<file path="src/rtl/core/fct_pkg.sv">
// ----------------------------------------------------------------------------
// fct_pkg
// Shared types, constants and helpers of the FAT12 cluster table engine.
// ----------------------------------------------------------------------------
package fct_pkg;

  localparam int DATA_CLUSTERS = 2847;
  localparam int TABLE_BYTES   = 4608;
  localparam int FIRST_CLUSTER = 2;

  // Each table copy is split in an even and an odd byte bank
  localparam int BANK_DEPTH = (TABLE_BYTES + 1) / 2;
  localparam int BANK_AW    = $clog2(BANK_DEPTH);

  localparam logic [11:0] END_LIMIT_C   = 12'(DATA_CLUSTERS + FIRST_CLUSTER);
  localparam logic [11:0] FIRST_C       = 12'(FIRST_CLUSTER);
  localparam logic [11:0] DATA_MAX_C    = 12'(DATA_CLUSTERS);
  localparam logic [13:0] TABLE_BYTES_C = 14'(TABLE_BYTES);
  localparam logic [11:0] END_MARK_C    = 12'hFF8;
  localparam logic [11:0] EOC_C         = 12'hFFF;

  typedef enum logic [2:0] {
    OP_LOAD  = 3'd0,
    OP_READ  = 3'd1,
    OP_WRITE = 3'd2,
    OP_FIND  = 3'd3,
    OP_COUNT = 3'd4,
    OP_FREE  = 3'd5,
    OP_ALLOC = 3'd6
  } op_e;

  typedef enum logic [1:0] {
    ST_OK       = 2'd0,
    ST_NO_FREE  = 2'd1,
    ST_NO_SPACE = 2'd2,
    ST_RANGE    = 2'd3
  } status_e;

  typedef enum logic [3:0] {
    S_IDLE,
    S_START,
    S_RW,
    S_SCAN_CHK,
    S_SCAN_TST,
    S_ALOOP,
    S_LINK_RD,
    S_LINK_WR,
    S_FIN_RD,
    S_FIN_WR,
    S_FREE_CHK,
    S_FREE_WR,
    S_FREE_END,
    S_DONE
  } state_e;

  // What a scan is looking for
  typedef enum logic [2:0] {
    M_FIND,
    M_COUNT,
    M_ACNT,
    M_AFIRST,
    M_ANEXT
  } mode_e;

  typedef enum logic [2:0] {
    CUR_HOLD,
    CUR_CLAMP,
    CUR_FIRST,
    CUR_INC,
    CUR_PREV_INC,
    CUR_ENTRY
  } cur_op_e;

  typedef enum logic [1:0] {
    N_HOLD,
    N_CLR,
    N_ONE,
    N_INC
  } n_op_e;

  typedef enum logic [1:0] {
    RES_HOLD,
    RES_CUR,
    RES_N,
    RES_ENTRY
  } res_op_e;

  typedef enum logic [1:0] {
    W_VAL,
    W_ZERO,
    W_CUR,
    W_END
  } wsel_e;

  typedef struct packed {
    logic    cap;
    cur_op_e cur_op;
    n_op_e   n_op;
    logic    prev_ld;
    res_op_e res_op;
    logic    st_ld;
    status_e st_val;
    logic    use_prev;
    logic    mem_we;
    wsel_e   wsel;
    logic    byte_we;
    logic    out_ld;
  } cmd_t;

  typedef struct packed {
    op_e  op;
    logic addr_ok;
    logic cur_ok;
    logic cur_data_ok;
    logic cur_zero;
    logic len_zero;
    logic entry_zero;
    logic entry_end;
    logic n_at_max;
    logic len_gt_n;
    logic n_lt_len;
  } stat_t;

  // Byte offset of an entry: c * 3 / 2
  function automatic logic [12:0] entry_off(input logic [11:0] c);
    entry_off = {1'b0, c} + {2'b00, c[11:1]};
  endfunction

  // Entry index below the limit with both of its bytes inside the table
  function automatic logic entry_ok(input logic [11:0] c);
    entry_ok = (c < END_LIMIT_C) && (({1'b0, entry_off(c)} + 14'd1) < TABLE_BYTES_C);
  endfunction

endpackage

</file>
<file path="src/rtl/core/fct_ctrl.sv">
// ----------------------------------------------------------------------------
// fct_ctrl
// Command sequencer: steps each transaction through reads, scans and writes.
// ----------------------------------------------------------------------------
module fct_ctrl import fct_pkg::*; (
  input  logic  clk_i,
  input  logic  rst_ni,
  input  logic  in_valid_i,
  output logic  in_stall_o,
  output logic  out_valid_o,
  input  logic  out_stall_i,
  input  stat_t stat_i,
  output cmd_t  cmd_o
);

  state_e state_q, state_d;
  mode_e  mode_q, mode_d;
  logic   out_valid_q, out_valid_d;

  always_ff @(posedge clk_i or negedge rst_ni) begin
    if (!rst_ni) begin
      state_q     <= S_IDLE;
      mode_q      <= M_FIND;
      out_valid_q <= 1'b0;
    end else begin
      state_q     <= state_d;
      mode_q      <= mode_d;
      out_valid_q <= out_valid_d;
    end
  end

  assign in_stall_o  = (state_q != S_IDLE);
  assign out_valid_o = out_valid_q;

  // Output slot
  always_comb begin
    if (cmd_o.out_ld) begin
      out_valid_d = 1'b1;
    end else if (!out_stall_i) begin
      out_valid_d = 1'b0;
    end else begin
      out_valid_d = out_valid_q;
    end
  end

  // Next state
  always_comb begin
    state_d = state_q;
    mode_d  = mode_q;
    unique case (state_q)
      S_IDLE: begin
        if (in_valid_i) state_d = S_START;
      end
      S_START: begin
        unique case (stat_i.op)
          OP_READ, OP_WRITE: state_d = stat_i.cur_ok ? S_RW : S_DONE;
          OP_FIND: begin
            mode_d  = M_FIND;
            state_d = S_SCAN_CHK;
          end
          OP_COUNT: begin
            mode_d  = M_COUNT;
            state_d = S_SCAN_CHK;
          end
          OP_FREE:  state_d = stat_i.cur_zero ? S_DONE : S_FREE_CHK;
          OP_ALLOC: begin
            mode_d  = M_ACNT;
            state_d = stat_i.len_zero ? S_DONE : S_SCAN_CHK;
          end
          default:  state_d = S_DONE;
        endcase
      end
      S_RW: state_d = S_DONE;
      S_SCAN_CHK: begin
        if (stat_i.cur_ok) begin
          state_d = S_SCAN_TST;
        end else begin
          unique case (mode_q)
            M_ACNT: begin
              if (stat_i.len_gt_n) begin
                state_d = S_DONE;
              end else begin
                mode_d  = M_AFIRST;
                state_d = S_SCAN_CHK;
              end
            end
            M_ANEXT: state_d = S_FIN_RD;
            default: state_d = S_DONE;
          endcase
        end
      end
      S_SCAN_TST: begin
        state_d = S_SCAN_CHK;
        if (stat_i.entry_zero) begin
          unique case (mode_q)
            M_FIND:   state_d = S_DONE;
            M_AFIRST: state_d = S_ALOOP;
            M_ANEXT:  state_d = S_LINK_RD;
            default:  state_d = S_SCAN_CHK;
          endcase
        end
      end
      S_ALOOP: begin
        if (stat_i.n_lt_len) begin
          mode_d  = M_ANEXT;
          state_d = S_SCAN_CHK;
        end else begin
          state_d = S_FIN_RD;
        end
      end
      S_LINK_RD: state_d = S_LINK_WR;
      S_LINK_WR: state_d = S_ALOOP;
      S_FIN_RD:  state_d = S_FIN_WR;
      S_FIN_WR:  state_d = S_DONE;
      S_FREE_CHK: begin
        if (stat_i.n_at_max || !stat_i.cur_data_ok) begin
          state_d = S_DONE;
        end else begin
          state_d = S_FREE_WR;
        end
      end
      S_FREE_WR: state_d = stat_i.entry_end ? S_FREE_END : S_FREE_CHK;
      S_FREE_END: state_d = S_DONE;
      S_DONE: begin
        if (!out_valid_q || !out_stall_i) state_d = S_IDLE;
      end
      default: state_d = S_IDLE;
    endcase
  end

  // Datapath commands
  always_comb begin
    cmd_o = '{cap: 1'b0, cur_op: CUR_HOLD, n_op: N_HOLD, prev_ld: 1'b0,
              res_op: RES_HOLD, st_ld: 1'b0, st_val: ST_OK, use_prev: 1'b0,
              mem_we: 1'b0, wsel: W_VAL, byte_we: 1'b0, out_ld: 1'b0};
    unique case (state_q)
      S_IDLE: cmd_o.cap = in_valid_i;
      S_START: begin
        unique case (stat_i.op)
          OP_LOAD: begin
            cmd_o.byte_we = stat_i.addr_ok;
            cmd_o.st_ld   = !stat_i.addr_ok;
            cmd_o.st_val  = ST_RANGE;
          end
          OP_READ, OP_WRITE: begin
            cmd_o.st_ld  = !stat_i.cur_ok;
            cmd_o.st_val = ST_RANGE;
          end
          OP_FIND: cmd_o.cur_op = CUR_CLAMP;
          OP_COUNT, OP_ALLOC: begin
            cmd_o.cur_op = CUR_FIRST;
            cmd_o.n_op   = N_CLR;
          end
          OP_FREE: cmd_o.n_op = N_CLR;
          default: cmd_o.n_op = N_HOLD;
        endcase
      end
      S_RW: begin
        if (stat_i.op == OP_READ) begin
          cmd_o.res_op = RES_ENTRY;
        end else begin
          cmd_o.mem_we = 1'b1;
          cmd_o.wsel   = W_VAL;
        end
      end
      S_SCAN_CHK: begin
        if (!stat_i.cur_ok) begin
          unique case (mode_q)
            M_FIND: begin
              cmd_o.st_ld  = 1'b1;
              cmd_o.st_val = ST_NO_FREE;
            end
            M_COUNT: cmd_o.res_op = RES_N;
            M_ACNT: begin
              cmd_o.st_ld  = stat_i.len_gt_n;
              cmd_o.st_val = ST_NO_SPACE;
              cmd_o.cur_op = CUR_FIRST;
            end
            default: begin
              cmd_o.st_ld  = 1'b1;
              cmd_o.st_val = ST_NO_SPACE;
            end
          endcase
        end
      end
      S_SCAN_TST: begin
        cmd_o.cur_op = CUR_INC;
        if (stat_i.entry_zero) begin
          unique case (mode_q)
            M_FIND: begin
              cmd_o.cur_op = CUR_HOLD;
              cmd_o.res_op = RES_CUR;
            end
            M_AFIRST: begin
              cmd_o.cur_op  = CUR_HOLD;
              cmd_o.res_op  = RES_CUR;
              cmd_o.prev_ld = 1'b1;
              cmd_o.n_op    = N_ONE;
            end
            M_ANEXT: cmd_o.cur_op = CUR_HOLD;
            default: cmd_o.n_op = N_INC;
          endcase
        end
      end
      S_ALOOP: begin
        if (stat_i.n_lt_len) cmd_o.cur_op = CUR_PREV_INC;
      end
      S_LINK_RD: cmd_o.use_prev = 1'b1;
      S_LINK_WR: begin
        cmd_o.use_prev = 1'b1;
        cmd_o.mem_we   = 1'b1;
        cmd_o.wsel     = W_CUR;
        cmd_o.prev_ld  = 1'b1;
        cmd_o.n_op     = N_INC;
      end
      S_FIN_RD: cmd_o.use_prev = 1'b1;
      S_FIN_WR: begin
        cmd_o.use_prev = 1'b1;
        cmd_o.mem_we   = 1'b1;
        cmd_o.wsel     = W_END;
      end
      S_FREE_CHK: begin
        if (stat_i.n_at_max || !stat_i.cur_data_ok) begin
          cmd_o.res_op = RES_N;
          cmd_o.st_ld  = 1'b1;
          cmd_o.st_val = ST_RANGE;
        end
      end
      S_FREE_WR: begin
        cmd_o.mem_we = 1'b1;
        cmd_o.wsel   = W_ZERO;
        cmd_o.n_op   = N_INC;
        if (!stat_i.entry_end) cmd_o.cur_op = CUR_ENTRY;
      end
      S_FREE_END: cmd_o.res_op = RES_N;
      S_DONE: cmd_o.out_ld = !out_valid_q || !out_stall_i;
      default: cmd_o.cap = 1'b0;
    endcase
  end

endmodule

</file>
<file path="config.mk">
export PLATFORM = sky130hd
export DESIGN_NAME = fct_ctrl
export DESIGN_NICKNAME = d
export VERILOG_FILES = /design/src/rtl/core/fct_pkg.sv /design/src/rtl/core/fct_ctrl.sv
export SDC_FILE = /design/constraint.sdc
export NUM_CORES = 1
export LEC_CHECK = 0
export BUFFER_PORTS_ARGS = -buffer_cell sky130_fd_sc_hd__buf_2
export CAP_MARGIN = 20
export CORE_MARGIN = 5
export CORE_UTILIZATION = 45
export CTS_BUF_LIST = sky130_fd_sc_hd__clkbuf_8 sky130_fd_sc_hd__clkbuf_16
export CTS_CLUSTER_DIAMETER = 200
export CTS_CLUSTER_SIZE = 24
export DETAILED_ROUTE_END_ITERATION = 8
export HOLD_SLACK_MARGIN = 0.15
export PLACE_DENSITY = 0.74
export SKIP_LAST_GASP = 1
export SLEW_MARGIN = 0
export SYNTH_ARGS = -nofsm -noshare
export SYNTH_HDL_FRONTEND = slang
export SYNTH_SLANG_ARGS = --single-unit
</file>
<file path="constraint.sdc">
create_clock -name clk_i -period 1.6 [get_ports clk_i]
set_input_delay 0.16 -clock clk_i [delete_from_list [all_inputs] [get_ports clk_i]]
set_output_delay 0.16 -clock clk_i [all_outputs]
set_load 0.01 [all_outputs]
</file>
; Word-level counts from Yosys, hierarchy flattened
; Index checks and enable logic that the tools add are counted.
[totals]
register_bits = 8
input_bits = 17
output_inout_bits = 20
[classes]
n_eq_ne = 31
n_mux = 52
n_reduce_logical = 24
[op_table]
columns = op, count
row1 = 4-bit one-hot mux with 12 select lines, 1
row2 = 3-bit one-hot mux with 3 select lines, 4
row3 = 4-bit two-way mux, 8
row4 = 3-bit two-way mux, 10
row5 = "4-bit equality test, second input constant", 6
row6 = "4-bit by 3-bit equality test with 1-bit output, second input constant", 4
row7 = 4-bit one-hot mux with 4 select lines, 1
row8 = 3-bit one-hot mux with 5 select lines, 1
row9 = "3-bit by 2-bit equality test with 1-bit output, second input constant", 4
row10 = "3-bit equality test, second input constant", 4
row11 = "2-bit inequality test, second input constant", 6
row12 = 3-bit one-hot mux with 4 select lines, 1
row13 = 4-bit one-hot mux with 3 select lines, 1
row14 = 2-bit OR reduction, 6
row15 = 1-bit two-way mux, 10
row16 = 2-bit two-way mux, 5
row17 = 5-bit two-way mux, 2
row18 = 2-bit one-hot mux with 5 select lines, 1
row19 = 3-bit OR reduction, 3
row20 = "4-bit by 2-bit equality test with 1-bit output, second input constant", 2
row21 = 2-bit one-hot mux with 2 select lines, 2
row22 = 4-bit one-hot mux with 2 select lines, 1
row23 = 7-bit two-way mux, 1
row24 = "3-bit by 1-bit equality test with 1-bit output, second input constant", 2
row25 = other kinds (15), 21

; Longest topological paths before layout
; Gate-level depths: netlist of run 1.
[logic_depth]
word_depth = 5
depth_mapped = 6
mapped_depth_nobuf = 4

; Least setup slack after synthesis of run 1
; Ideal clock, no wire load.
[synth_path]
kind = reg-to-output
start = reg state_q[0]
end = out cmd_o[9] (netlist bit)
arrival_ns = 1.420
required_ns = 1.440
slack_ns = 0.020
stages_incl_launch_ff = 5
n_path_buf = 1
cell_sequence = dfrtp_1 buf_2 nor4b_2 nand2_1 o32ai_1
[synth_rtl]
columns = item, line
row1 = from (decl), fct_ctrl.sv:16  ; state_e state_q, state_d;
row2 = from (signal assigned), fct_ctrl.sv:26  ; state_q <= state_d;
row3 = to (decl), fct_ctrl.sv:13  ; output cmd_t cmd_o

==> results.sh, run 1 <==
export IMPL_finalClockSkew_ns=0.00472
export IMPL_yosysTopAreaCell="dfrtp_1"
export IMPL_ant_nets=0
export IMPL_dieArea_mm2=0.00393
export IMPL_ys_seq_elements=8
export IMPL_clock_tree_root_cell="clkbuf_8"
export IMPL_power_density_mw_per_mm2=1990
export IMPL_setup_viol=25
export IMPL_ys_warnings_count=0
export IMPL_die_w_um=62.7
export IMPL_worstPathRequired_ns=1.44
export IMPL_route_vias_total=1872
export IMPL_timing_max_transition_violations_final=0
export IMPL_ys_async_sr_fraction_pct=100
export IMPL_area_growth_syn_to_layout_pct=67.6
export IMPL_setup_slack_ns=-0.255
export IMPL_leakage_nw=0.956
export IMPL_worstSetupStartpointType="flip-flop"
export IMPL_failed_checks="setup timing"
export IMPL_detailedRoute_firstIterationViolations=224
export IMPL_cts_clk_slew_worst_paths_ns=0.05
export IMPL_worst_slew_pin_slew_ns=0.482
export IMPL_critical_path_endpoint_type="primary output"
export IMPL_drt_total_wl_um=6220
export IMPL_fin_setup_tns_ns=-3.80
export IMPL_insertedDiodeCount=0
export IMPL_fp_dieH_um=62.7
export IMPL_detailed_place_hpwl_um=3700
export IMPL_tritoncts="yes"
export IMPL_floorplan_core_area_mm2=0.00271
export IMPL_fmaxAchievable_ghz=0.539
export IMPL_port_buffers=36
export IMPL_cts_made_buffers=3
export IMPL_vias_in_the_first_global_route=1815
export IMPL_hold_fails_final_rpt=0
export IMPL_run_status="finished, violations left"
export IMPL_initial_utilization_pct=46.0
export IMPL_yosys_area_top_type_share_pct=16.0
export IMPL_dominantRegCellSynth="dfrtp_1"
export IMPL_post_synth_main_area_contributors="dfrtp_1 16%, o21ai_0 5.2%, nand2_1 4.5%"
export IMPL_most_numerous_cell_in_the_yosys_netlist="nand2_1"
export IMPL_cp_max_fo=8
export IMPL_peakVddDrop_mv=1.65
export IMPL_synth_edf_count=0
export IMPL_number_of_primary_i_o_pins=37
export IMPL_tritoncts_num_sinks=8
export IMPL_grt_usage_pct=28.4
export IMPL_fin_worst_hold_slack_ns=0.214
export IMPL_placementRows=19
export IMPL_rsz_0062_raised_after_global_routing="true"
export IMPL_drive_above_1_share_pct=54.1
export IMPL_weighted_congestion_at_the_end_of_routability_driven_global_placement=0.914
export IMPL_clock_latency_ns=0.24
export IMPL_synth_net_count=186
export IMPL_reported_max_cap_violation_count=0
export IMPL_antenna_violations_before_repair=0
export IMPL_detail_route_drc_violations=0
export IMPL_yosys_cell_types_count=55
export IMPL_overflow_after_grt=0
export IMPL_route_detailed_vias_per_inst=6.81
export IMPL_seq_area_frac_synth_pct=16.0
export IMPL_final_min_clock_period_ns=1.85
export IMPL_finalNetCount=263
export IMPL_period_share_pct=116
export IMPL_post_synth_instance_area_mm2=0.00125
export IMPL_depth_of_the_worst_hold_timing_path=3
export IMPL_cts_path_max_buffers=2
export IMPL_syn_area_per_cell_um2=7.38
export IMPL_routedWlPerCell_um=22.6
export IMPL_grt_start_max_net_pins=15
export IMPL_timing_critical_path_arrival_ns=1.69
export IMPL_reg2reg_depth=5
export IMPL_worst_setup_path_type="reg2out"
export IMPL_detailedRoute_firstPassIterationCount=5
export IMPL_kind_of_path_behind_the_tightest_hold_check="in2reg"
export IMPL_synthCells=169
export IMPL_synth_cells_most_frequent="15 x nand2_1, 13 x o21ai_0, 11 x nor2_1"
export IMPL_slew_headroom_pct=67.8
export IMPL_clock_tree_htree_level_count=1
export IMPL_grt_pass1_wl_um=9040
==> what timing repair did <==
action                                 4_1_cts  5_1_grt
setup buffers                               11        8
endpoints found under the hold margin        8        0
resized for setup                           34       40
pin swaps                                   14       14
setup endpoints to repair                   24       24
hold buffers                                 1        0
==> worst max-delay path: stages, from the launching register on <==
cell and delay, ns:
dfrtp_2 0.51, nor4b_4 0.39, nand2_1 0.21, o311ai_0 0.15, buf_2 0.20
==> cells by family after synthesis <==
kind of cell	Yosys count	synth area share, %
and+or+nand+nor	68	33.1
AOI/OAI and AO/OA	60	33.6
buffers and inverters	24	9.33
DFF	8	16.0
muxes	6	5.72
xor gates and xnor gates	2	1.40
adders and majority gates	1	0.802
==> final timing paths <==
check                                 start          end  slack [ns]
worst max-delay path             state_q[3]    cmd_o[14]       -0.25
worst min-delay path            out_stall_i  out_valid_o        0.21
worst max register to register   state_q[2]    mode_q[0]       -0.23
worst min register to register  out_valid_o  out_valid_o        0.56
max in group asynchronous            rst_ni   state_q[3]        1.08
min in group asynchronous            rst_ni   state_q[2]        0.31
==> layer usage <==
layer  share of wire, %  vias up  GRT usage [%]  wire length (µm)
met4                5.0        0           11.7               313
met5                  0        -              0                 0
li1                   -      792              -                 -
met3                 12       42           5.40               754
met1                 36      856           33.8              2240
met2                 47      182           49.4              2910
==> per-stage QoR <==
step	total power, mW	setup slack (ns)	area [µm²]	cells	utilization, %
6_report	4.17	-0.255	2090	275	77.1
5_1_grt	4.32	-0.304	2090	275	77.1
4_1_cts	3.47	-0.168	1880	269	69.3
3_5_place_dp	2.78	-0.0850	1630	254	60.2
3_3_place_gp	2.74	-0.101	1630	254	60.2
2_1_floorplan	1.82	0.0200	1250	169	-
==> report_power, final <==
group,internal (mW),switching [mW]
clock,0.165,0.105
sequential,0.309,0.199
combinational,1.64,1.75
total,2.11,2.05
==> flip-flops by register name (all words and copies together) (netlist names) <==
| register | cells |
|---|---|
| state_q | 4 |
| out_valid_o | 1 |
| mode_q | 3 |
==> cell usage in the layout (no fill, tap or decap), drive strengths merged, types with 2 or more instances in the layout <==
cell / instances
o21ai: 13
nand3: 5
or3: 2
nor3: 3
a211oi: 3
nand2: 16
nor3b: 4
mux2: 3
a21oi: 8
and3b: 2
mux2i: 3
nor4b: 3
and3: 4
dfrtp: 8
nand2b: 7
inv: 8
a21boi: 2
a22o: 2
buf: 85
a31oi: 3
o32ai: 5
o211ai: 4
o22ai: 2
clkbuf: 4
nor2: 11
a21o: 2
a221oi: 2
and2: 4
o221ai: 2
nor2b: 3
==> final cells by class <==
cell class / count / area, µm²
Tap cell: 31 / 38.8
Timing Repair Buffer: 87 / 642
Clock buffer: 3 / 41.3
Inverter: 9 / 37.5
Multi-Input combinational cell: 137 / 1130
Fill cell: 183 / 619
Sequential cell: 8 / 205
(Power assumes the default switching activity.)
==> run 2: changes to the inputs <==
Settings changed: CORE_UTILIZATION 45 to 35, CTS_CLUSTER_SIZE 24 to unset, PLACE_DENSITY 0.74 to unset.
==> results.sh, run 2 (synthesis results as in run 1) <==
export IMPL_placementRows=21
export IMPL_run_status="finished, violations left"
export IMPL_initial_utilization_pct=36.8
export IMPL_detailroute_wirelength_met2_um=2630
export IMPL_cp_max_fo=4
export IMPL_worst_setup_path_type="reg2out"
export IMPL_die_w_um=69.7
export IMPL_cts_clk_slew_worst_paths_ns=0.04
export IMPL_floorplan_core_area_mm2=0.00339
export IMPL_grt_usage_pct=19.6
export IMPL_failed_checks="setup timing"
export IMPL_dpl_cell_area_mm2=0.00166
export IMPL_fmaxAchievable_ghz=0.536
export IMPL_vias_in_the_first_global_route=1610
export IMPL_setup_viol=22
export IMPL_slew_headroom_pct=64.1
export IMPL_route_detailed_vias_per_inst=5.95
export IMPL_cts_path_max_buffers=2
export IMPL_insertedDiodeCount=0
export IMPL_routedWlPerCell_um=18.7
export IMPL_grt_start_max_net_pins=18
export IMPL_drt_total_wl_um=5560
export IMPL_highest_layer="met4"
export IMPL_area_growth_syn_to_layout_pct=75.8
export IMPL_timing_critical_path_arrival_ns=1.71
export IMPL_detailedRoute_firstPassIterationCount=4
export IMPL_setup_reg_to_reg_worst_slack_ns=-0.12
export IMPL_dieArea_mm2=0.00486
export IMPL_antenna_violations_before_repair=0
export IMPL_dr_wl_met3_um=490
export IMPL_weighted_congestion_at_the_end_of_routability_driven_global_placement=0.893
export IMPL_clock_tree_root_cell="clkbuf_8"
export IMPL_largest_register="state_q"
export IMPL_cp_slowest_stage_delay_ns=0.40
export IMPL_detail_route_drc_violations=0
export IMPL_kind_of_path_behind_the_tightest_hold_check="in2reg"
export IMPL_peakVddDrop_mv=0.645
export IMPL_setup_slack_ns=-0.267
export IMPL_total_power_mw=4.17
export IMPL_clock_latency_ns=0.23
export IMPL_final_min_clock_period_ns=1.87
export IMPL_detailedRoute_firstIterationViolations=173
export IMPL_route_vias_total=1772
export IMPL_tritoncts_num_sinks=8
export IMPL_cp_top_family="simple AND/OR/NAND/NOR gates"
export IMPL_overflow_after_grt=0
export IMPL_rsz_0062_raised_after_global_routing="true"
export IMPL_drive_above_1_share_pct=56.0
export IMPL_utilization_pct=64.7
export IMPL_cts_made_buffers=3
export IMPL_finalClockSkew_ns=0.00153
export IMPL_hold_fails_final_rpt=0
export IMPL_port_buffers=36
export IMPL_fin_setup_tns_ns=-3.19
export IMPL_stdcell_count=298
export IMPL_worstSetupStartpointType="flip-flop"
export IMPL_number_of_placed_instances_taps_included=270
export IMPL_worst_path_max_delay_cell="dfrtp_1"
export IMPL_reported_max_cap_violation_count=0
export IMPL_worstPathRequired_ns=1.44
export IMPL_worstPathBufferInverterCount=2
export IMPL_period_share_pct=117
export IMPL_reg2reg_depth=5
export IMPL_critical_path_endpoint_type="primary output"
export IMPL_final_cell_mix="37 x buf_4, 34 x buf_2, 21 x buf_6"
export IMPL_timing_max_transition_violations_final=0
export IMPL_cell_breakdown_of_the_critical_path="buf_6, nor4b_4, nand2_2, o32ai_2, buf_2"
export IMPL_largest_register_ff_count=4
export IMPL_power_density_mw_per_mm2=1900
export IMPL_stdcell_area_mm2=0.00219
export IMPL_grt_pass1_wl_um=7800
export IMPL_detailed_place_hpwl_um=3560
export IMPL_worst_slew_pin_slew_ns=0.533
export IMPL_leakage_nw=1.03
export IMPL_number_of_primary_i_o_pins=37
export IMPL_ant_nets=0
export IMPL_critical_path_depth=5
export IMPL_wl_met1_um=2200
export IMPL_finalNetCount=271
export IMPL_tritoncts="yes"
export IMPL_fp_dieH_um=69.7
export IMPL_depth_of_the_worst_hold_timing_path=3
export IMPL_layout_commonest_cell="buf_4"
export IMPL_clock_tree_htree_level_count=1
-- run 2: cell count changes in the layout (fill, tap and decap cells not counted), moves of 2 or more --
cell	previous run	this run
o21ai_2	0	2
o21ai_0	6	8
a21oi_2	3	1
buf_6	19	21
buf_4	32	37
o21ai_1	7	3
-- run 2: layout make-up --
type | instances | area [µm²]
Clock buffer | 3 | 41.3
Fill cell | 260 | 1200
Inverter | 9 | 33.8
Multi-Input combinational cell | 137 | 1130
Sequential cell | 8 | 204
Tap cell | 46 | 57.6
Timing Repair Buffer | 95 | 729
-- run 2: power breakdown --
group	leakage [nW]	total [mW]	internal (mW)	switching, mW
Clock	0.0216	0.250	0.164	0.0864
Sequential	0.0974	0.479	0.308	0.170
Combinational	0.907	3.44	1.78	1.66
-- run 2: routing by layer --
| metal | track usage, % | up-vias |
|---|---|---|
| met1 | 24.4 | 840 |
| met2 | 33.7 | 101 |
| li1 | - | 810 |
| met5 | 0 | - |
| met3 | 3.33 | 21 |
| met4 | 7.02 | 0 |
-- run 2: tightest hold or removal path, stage by stage --
cell,delay [ns]
buf_2,0.08
nand2_1,0.08
o21ai_0,0.08
-- run 2: repair_timing --
action                                 CTS  global route
pin swaps                               10            17
hold buffers                             1             0
setup endpoints to repair               21            23
setup buffers                           10            16
endpoints found under the hold margin    8             0
resized for setup                       38            37
-- run 2: final timing paths --
check                            start          end
max reg2reg                  mode_q[2]    mode_q[1]
min reg2reg                out_valid_o  out_valid_o
max in group asynchronous       rst_ni   state_q[3]
min in group asynchronous       rst_ni  out_valid_o
min                        out_stall_i  out_valid_o
max                         state_q[1]     cmd_o[9]
-- run 2: stage by stage --
| step | worst slack [ns] | hold slack (ns) |
|---|---|---|
| 2_1_floorplan | 0.0200 | -0.136 |
| 3_3_place_gp | -0.119 | 0.0266 |
| 3_5_place_dp | -0.0748 | 0.0278 |
| 4_1_cts | -0.224 | 0.209 |
| 5_1_grt | -0.329 | 0.259 |
| 6_report | -0.267 | 0.218 |
